[src/hdl/smm_pkg.sv]
// ----------------------------------------------------------------------------
// smm_pkg: shared definitions for the square matrix multiply core
// Widths, defaults, sequencer states and the control word that travels
// alongside each operand pair into the multiply-accumulate unit.
// ----------------------------------------------------------------------------
package smm_pkg;

  // Default matrix dimension (legal range 2 to 8)
  localparam int DIM_DEFAULT = 8;

  // Element and result widths
  localparam int VAL_W  = 16;
  localparam int PROD_W = 2 * VAL_W;
  localparam int ACC_W  = 35;

  // Sequencer states, one-hot
  typedef enum logic [2:0] {
    ST_LOAD  = 3'b001,
    ST_RUN   = 3'b010,
    ST_DRAIN = 3'b100
  } state_t;

  // Marks carried with each operand pair
  typedef struct packed {
    logic first;       // first term of a dot product
    logic last;        // last term of a dot product
    logic last_entry;  // last term of the last product entry
  } ctl_t;

endpackage

[src/hdl/smm_mac.sv]
// ----------------------------------------------------------------------------
// smm_mac: shared multiply-accumulate unit
// Registers the product of one operand pair per cycle, then folds it into
// a wide exact accumulator; emits the sum when the last term arrives.
// ----------------------------------------------------------------------------
module smm_mac (
  input  logic                              clk,
  input  logic                              rst,
  input  logic                              in_valid,
  input  smm_pkg::ctl_t                     in_ctl,
  input  logic signed [smm_pkg::VAL_W-1:0]  a_op,
  input  logic signed [smm_pkg::VAL_W-1:0]  b_op,
  output logic                              out_valid,
  output logic signed [smm_pkg::ACC_W-1:0]  out_value,
  output logic                              out_last
);

  localparam int PROD_W = smm_pkg::PROD_W;
  localparam int ACC_W  = smm_pkg::ACC_W;

  logic signed [PROD_W-1:0] prod;
  logic                     p_valid;
  smm_pkg::ctl_t            p_ctl;
  logic signed [ACC_W-1:0]  acc;
  logic signed [ACC_W-1:0]  prod_ext;
  logic signed [ACC_W-1:0]  sum;

  // Multiply stage
  always_ff @(posedge clk) begin
    if (rst) begin
      p_valid <= 1'b0;
    end else begin
      p_valid <= in_valid;
    end
    prod  <= a_op * b_op;
    p_ctl <= in_ctl;
  end

  // Restart the sum on the first term, otherwise add on
  assign prod_ext = {{(ACC_W - PROD_W){prod[PROD_W-1]}}, prod};
  assign sum      = p_ctl.first ? prod_ext : acc + prod_ext;

  // Accumulate stage and result register
  always_ff @(posedge clk) begin
    if (rst) begin
      out_valid <= 1'b0;
    end else begin
      out_valid <= p_valid && p_ctl.last;
    end
    if (p_valid) begin
      acc <= sum;
    end
    if (p_valid && p_ctl.last) begin
      out_value <= sum;
      out_last  <= p_ctl.last_entry;
    end
  end

endmodule

[src/hdl/square_matrix_multiply_core.sv]
// ----------------------------------------------------------------------------
// square_matrix_multiply_core: C = A x B for DIM by DIM signed matrices
// Loads A and B one element pair per item in row-major order, then walks
// all DIM^3 terms through one shared multiply-accumulate unit and emits
// C in row-major order, flagging the final entry.
//
// Channel  | Handshake                  | Payload
// ---------+----------------------------+------------------------------------
// item in  | start high while busy low  | a_value, b_value (16b signed)
// result   | result_valid, one cycle    | c_value (35b signed), last_of_matrix
//
// Loading items are accepted back to back. The item that completes DIM*DIM
// elements raises busy until the final result has come out: the run issues
// one multiply-accumulate per cycle to the shared unit, and each term then
// passes the store read, multiply and accumulate stages. A result appears
// as each dot product completes. Reset clears the sequencer and the load
// count; the stores keep no reset value. The receiver cannot stall.
// ----------------------------------------------------------------------------
module square_matrix_multiply_core #(
  parameter int DIM = smm_pkg::DIM_DEFAULT
) (
  input  logic                              clk,
  input  logic                              rst,
  input  logic                              start,
  input  logic signed [smm_pkg::VAL_W-1:0]  a_value,
  input  logic signed [smm_pkg::VAL_W-1:0]  b_value,
  output logic                              busy,
  output logic                              result_valid,
  output logic signed [smm_pkg::ACC_W-1:0]  c_value,
  output logic                              last_of_matrix
);

  localparam int TOTAL  = DIM * DIM;
  localparam int ADDR_W = $clog2(TOTAL);
  localparam int IDX_W  = $clog2(DIM);
  localparam logic [ADDR_W-1:0] LAST_ADDR = ADDR_W'(TOTAL - 1);
  localparam logic [ADDR_W-1:0] DIM_A     = ADDR_W'(DIM);
  localparam logic [IDX_W-1:0]  LAST_IDX  = IDX_W'(DIM - 1);

  smm_pkg::state_t state;
  smm_pkg::state_t state_next;

  logic [ADDR_W-1:0] load_count;
  logic [IDX_W-1:0]  i_idx;
  logic [IDX_W-1:0]  j_idx;
  logic [IDX_W-1:0]  k_idx;
  logic [ADDR_W-1:0] addr_a;
  logic [ADDR_W-1:0] addr_b;
  logic              accept;
  logic              issue_final;
  smm_pkg::ctl_t     issue_ctl;

  logic signed [smm_pkg::VAL_W-1:0] a_store [TOTAL];
  logic signed [smm_pkg::VAL_W-1:0] b_store [TOTAL];
  logic signed [smm_pkg::VAL_W-1:0] rd_a;
  logic signed [smm_pkg::VAL_W-1:0] rd_b;
  logic                             s1_valid;
  smm_pkg::ctl_t                    s1_ctl;

  assign busy   = (state != smm_pkg::ST_LOAD);
  assign accept = start && !busy;

  // Decode the term being issued
  assign addr_a      = ADDR_W'(i_idx) * DIM_A + ADDR_W'(k_idx);
  assign addr_b      = ADDR_W'(k_idx) * DIM_A + ADDR_W'(j_idx);
  assign issue_final = (i_idx == LAST_IDX) && (j_idx == LAST_IDX) && (k_idx == LAST_IDX);
  assign issue_ctl   = '{first: (k_idx == '0), last: (k_idx == LAST_IDX),
                         last_entry: issue_final};

  // Sequencer
  always_comb begin
    state_next = state;
    case (state)
      smm_pkg::ST_LOAD: begin
        if (accept && load_count == LAST_ADDR) state_next = smm_pkg::ST_RUN;
      end
      smm_pkg::ST_RUN: begin
        if (issue_final) state_next = smm_pkg::ST_DRAIN;
      end
      smm_pkg::ST_DRAIN: begin
        if (result_valid && last_of_matrix) state_next = smm_pkg::ST_LOAD;
      end
      default: state_next = smm_pkg::ST_LOAD;
    endcase
  end

  always_ff @(posedge clk) begin
    if (rst) begin
      state <= smm_pkg::ST_LOAD;
    end else begin
      state <= state_next;
    end
  end

  // Count loaded items; wrap after the completing one
  always_ff @(posedge clk) begin
    if (rst) begin
      load_count <= '0;
    end else if (accept) begin
      load_count <= (load_count == LAST_ADDR) ? '0 : load_count + 1'b1;
    end
  end

  // Advance the term counters, k fastest
  always_ff @(posedge clk) begin
    if (rst) begin
      i_idx <= '0;
      j_idx <= '0;
      k_idx <= '0;
    end else if (state == smm_pkg::ST_RUN) begin
      if (k_idx == LAST_IDX) begin
        k_idx <= '0;
        if (j_idx == LAST_IDX) begin
          j_idx <= '0;
          i_idx <= (i_idx == LAST_IDX) ? '0 : i_idx + 1'b1;
        end else begin
          j_idx <= j_idx + 1'b1;
        end
      end else begin
        k_idx <= k_idx + 1'b1;
      end
    end
  end

  // Element stores: write on load, registered read during the run
  always_ff @(posedge clk) begin
    if (accept) begin
      a_store[load_count] <= a_value;
      b_store[load_count] <= b_value;
    end
    if (state == smm_pkg::ST_RUN) begin
      rd_a <= a_store[addr_a];
      rd_b <= b_store[addr_b];
    end
    s1_ctl <= issue_ctl;
  end

  always_ff @(posedge clk) begin
    if (rst) begin
      s1_valid <= 1'b0;
    end else begin
      s1_valid <= (state == smm_pkg::ST_RUN);
    end
  end

  smm_mac u_mac (
    .clk       (clk),
    .rst       (rst),
    .in_valid  (s1_valid),
    .in_ctl    (s1_ctl),
    .a_op      (rd_a),
    .b_op      (rd_b),
    .out_valid (result_valid),
    .out_value (c_value),
    .out_last  (last_of_matrix)
  );

`ifndef SYNTHESIS
  // Results only come out while the block is computing
  a_result_in_run: assert property (@(posedge clk) disable iff (rst)
    result_valid |-> busy)
    else $error("result outside compute phase");

  // The completing item starts the run
  a_complete_starts_run: assert property (@(posedge clk) disable iff (rst)
    (accept && load_count == LAST_ADDR) |=> state == smm_pkg::ST_RUN)
    else $error("completing item did not start the run");

  // The final result releases the block
  a_final_releases: assert property (@(posedge clk) disable iff (rst)
    (result_valid && last_of_matrix) |=> !busy)
    else $error("block stayed busy after final result");

  // No term is in flight while loading
  a_idle_pipe: assert property (@(posedge clk) disable iff (rst)
    (state == smm_pkg::ST_LOAD) |-> !s1_valid)
    else $error("term in flight during load");
`endif

endmodule
[config.mk]
export PLATFORM = sky130hd
export DESIGN_NAME = square_matrix_multiply_core
export DESIGN_NICKNAME = d
export VERILOG_FILES = /design/src/hdl/smm_pkg.sv /design/src/hdl/smm_mac.sv /design/src/hdl/square_matrix_multiply_core.sv
export SDC_FILE = /design/constraint.sdc
export NUM_CORES = 2
export LEC_CHECK = 0
export ABC_CLOCK_PERIOD_IN_PS = 8570
export BUFFER_PORTS_ARGS = -buffer_cell sky130_fd_sc_hd__buf_2
export CAP_MARGIN = 20
export CORE_ASPECT_RATIO = 1.4
export CORE_MARGIN = 2
export CORE_UTILIZATION = 45
export DETAILED_ROUTE_END_ITERATION = 10
export GPL_TIMING_DRIVEN = 0
export PLACE_DENSITY = 0.69
export SLEW_MARGIN = 20
export SYNTH_ARGS = -nofsm -noshare
export SYNTH_HDL_FRONTEND = slang
export SYNTH_SLANG_ARGS = --single-unit
[constraint.sdc]
create_clock -name clk -period 8.57 [get_ports clk]
set_clock_uncertainty 0.2 [all_clocks]
set_input_delay 0.857 -clock clk [delete_from_list [all_inputs] [get_ports clk]]
set_output_delay 0.857 -clock clk [all_outputs]
set_load 0.005 [all_outputs]
==> summary.md <==
| Metric | Value |
|---|---|
| Syn_nets | roughly 5k |
| Post-synth ARST share | 0% |
| ANT nets after route | 0 |
| Share of cells above drive strength 1 | 24.0% |
| Period utilization | about nine tenths |
| Synth area leaders | edfxtp_1 68%, mux4_2 16%, fa_1 5.6% |
| Post-synth EDFFs | 2,151 |
| PwrDens | between 150 and 200 mW/mm² |
| Slowest cell delay on critical path | a little under 0.7 ns |
| Syn. warnings | 0 |
| DIE AREA | between 0.2 and 0.25 mm² |
| I/O Pins | 73 |
| Root buffer cell | clkbuf_16 |
| Status | finished clean |
| Setup Crit Path Kind | register to register |
| CTS H-tree depth | 4 |
| Die Y | between 500 and 600 µm |
| Worst Hold Class | register to register |
| Clock Path Buffers | 3 |
| Max Freq | between 0.1 and 0.15 GHz |
| Initial antenna violation count | 13 |
| RSZ-0062 raised after global routing | no |
| First-pass GRT wire length | 336,000 µm |
| Maximum VDD drop | approximately 0.18 mV |
| Row cnt | between 150 and 200 |
| Vias in the first global route | 48.8k |
| DR WL/cell | 29.7 µm |
| Slew HR | 26.5% |
| Area leader, netlist | edfxtp_1 |
| Core area | around 0.21 mm² |
| Vias per cell | 5.86 |
| Post-synth top area share | between 60% and 70% |
| Max Cap Viol | 0 |
| Tmin final | between 7 and 8 ns |
| Buf+Inv Stages, Crit Path | 6 |
| Post_cts resized | 0 |
| Critical path arrival | about 8.1 ns |
| Pin count of the biggest net entering global routing | 65 |
| DPL Wire Length | about 160,000 µm |
| Worst slew pin tran | between 1 and 1.5 ns |
| Overall Global Routing Usage | a little over a fifth |
| Crit path top cell by count | fa_1 |
| Skew-Pair Late Insertion Delay | just under 0.9 ns |
| Gpl congestion | 0.915 |
| Worst path top cell family by delay | adder cells |
| Total Power | 0.0208 W |
| Vias | about 46k |
| Slowest cell on the critical path | edfxtp_1 |
| Yosys reg bits | 2,210 |
| Initial core utilization | between 40% and 50% |
| Area grow syn2layout | 13.1% |
| Worst setup SP type | register |
| CTS Buf Count | between 200 and 250 |
| Leak | around 34 nW |
| Die width | just under 400 µm |
| Hold_buf cts | 0 |
| Grt ovf | 0 |
| Port Buffers | just over 70 |
| Avg Cell Area, Syn | a little over 20 µm² |
| Slew Viols, Final | 0 |
| First-pass iteration count of the detailed router | 7 |
| Final hold vios | 0 |
| Setup TNS | 0 ns |
| Critical Path, Cell by Cell | clkbuf_1, nand2_1, fa_1, inv_1, fa_1, inv_1, fa_1, inv_1, fa_1, fa_1, inv_1, fa_1, inv_1, ha_1, and3_1, a31o_2, a21oi_1, o21ai_1, a21o_1, a2111oi_1, o311ai_0, o311ai_1 |
| Synth Flop Type | edfxtp_1 |
| CTS tree | yes |
| Post CTS Setup Buffer Count | 0 |
| Drt drc | 0 |
| Crit Path Max Fanout | 10 |
| Register area share after synthesis | between 60% and 70% |
| Count of cell types in the netlist | between 60 and 70 |
| DRT Wirelength | 233,000 µm |
| Required @ worst endpoint | between 9 and 10 ns |
| Final Setup Violations | 0 |
| Filler Cell Count | between 15k and 20k |
| Cell area after synthesis | 0.0944 mm² |
| NumNets Final | approximately 5.4k |
| Clock transition at path regs | ~0.07 ns |
| Post-Syn Instances | between 4k and 5k |
| CTS sink cnt | between 2k and 2.5k |
| DRT iter0 DRCs | between 4k and 5k |
| Setup crit end kind | register |
==> layout make-up <==
type	instances	area [µm²]	share of cell area (%)
flip-flops and latches	2210	65800	61.6
multi-input cells	1889	27100	25.3
clock buffers	265	5380	5.04
well taps	2700	3380	3.16
repair buffers	145	2220	2.08
inverters	313	1170	1.10
plain buffers	208	907	0.849
clock inverters	101	895	0.838
diodes	6	15.0	0.0141
==> logic make-up (layout without fill, tap and decap cells) <==
family / Yosys count / after routing / share of synthesized area (%)
xor gates and xnor gates: 57 / 57 / 0.529
and+or+nand+nor: 553 / 553 / 2.81
AOI/OAI and AO/OA: 214 / 214 / 1.49
other: 0 / 6 / 0
muxes: 678 / 678 / 16.1
DFF: 2210 / 2210 / 69.7
adders and majority gates: 387 / 387 / 7.22
buffers and inverters: 521 / 1032 / 2.19
==> path summary, 6_finish.rpt <==
check / slack [ns] / cells after the start / to / from
max: 1.01 / 22 / u_mac.prod[25] / rd_a[7]
min: 0.13 / 0 / u_mac.p_ctl[1] / s1_ctl[1]
max reg2reg: 1.01 / 22 / u_mac.prod[25] / rd_a[7]
min reg2reg: 0.13 / 0 / u_mac.p_ctl[1] / s1_ctl[1]
==> layer usage <==
layer	vias up	routed length (µm)	track usage, %
met2	1882	126000	40.4
met1	24444	78200	24.6
li1	19050	-	-
met3	515	15700	3.69
met5	-	44	0
met4	6	12400	10.5
==> power breakdown <==
| group | switching [W] | leakage (nW) | internal [W] |
|---|---|---|---|
| logic | 0.000249 | 11.6 | 0.0000557 |
| clock network | 0.00398 | 3.04 | 0.00463 |
| registers | 0.00000863 | 19.8 | 0.0119 |
| total | 0.00423 | 34.5 | 0.0166 |
==> synthesized netlist by cell type, types with 8 or more instances <==
cell type / count
xnor2_1: 37
nor3b_1: 8
nand3_1: 19
a21oi_1: 55
xor2_1: 20
clkbuf_1: 126
nand2b_1: 13
dfxtp_1: 59
ha_1: 124
nand4_1: 8
edfxtp_1: 2151
buf_2: 43
buf_1: 29
or3_1: 9
inv_1: 312
o21ai_0: 48
nor2b_1: 14
fa_1: 263
nand2_1: 179
nor3_1: 17
and2_1: 130
nor2_1: 136
a21o_1: 22
a211oi_1: 11
o31ai_1: 11
mux4_2: 672
==> cells in the final DEF, fill, tap and decap left out, drive strengths merged, types with 4 or more instances in the layout <==
master	count
mux4	672
o31ai	11
dfxtp	59
nand3b	4
o211ai	7
o21ai	52
ha	124
edfxtp	2151
mux2i	4
o21a	6
and3	8
nor2b	14
nor2	136
a21oi	56
nand2b	13
a31oi	5
buf	223
o21bai	7
clkbuf	395
xnor2	37
a21o	24
nand2	179
fa	263
nand4	8
nand3	19
clkinvlp	5
clkinv	83
xor2	20
or3	9
a2111oi	7
nor3	17
a211oi	11
and2	130
inv	320
nor3b	8
bufinv	6
diode	6
==> flip-flops by register name, summed over array words and instances (netlist names) <==
signal and count:
u_mac.prod 32, u_mac.p_ctl 3, a_store 1024, rd_a 16, i_idx 3, s1_valid 1, u_mac.out_value 35, s1_ctl 3
u_mac.out_valid 1, state 3, rd_b 16, b_store 1024, u_mac.out_last 1, k_idx 3, u_mac.p_valid 1, load_count 6
j_idx 3, u_mac.acc 35
==> per-stage QoR <==
stage	util [%]	instances	cell area (µm²)	worst slack (ns)	hold slack, ns
after global routing	51.3	7832	107000	0.699	0.146
after floorplan	-	4620	94400	2.29	0.110
after detailed placement	48.3	7465	100000	1.08	0.114
after CTS	51.3	7831	107000	1.07	0.135
after global placement	47.2	7391	98100	1.14	0.111
final	51.3	7837	107000	1.01	0.133
(Power assumes the default switching activity.)
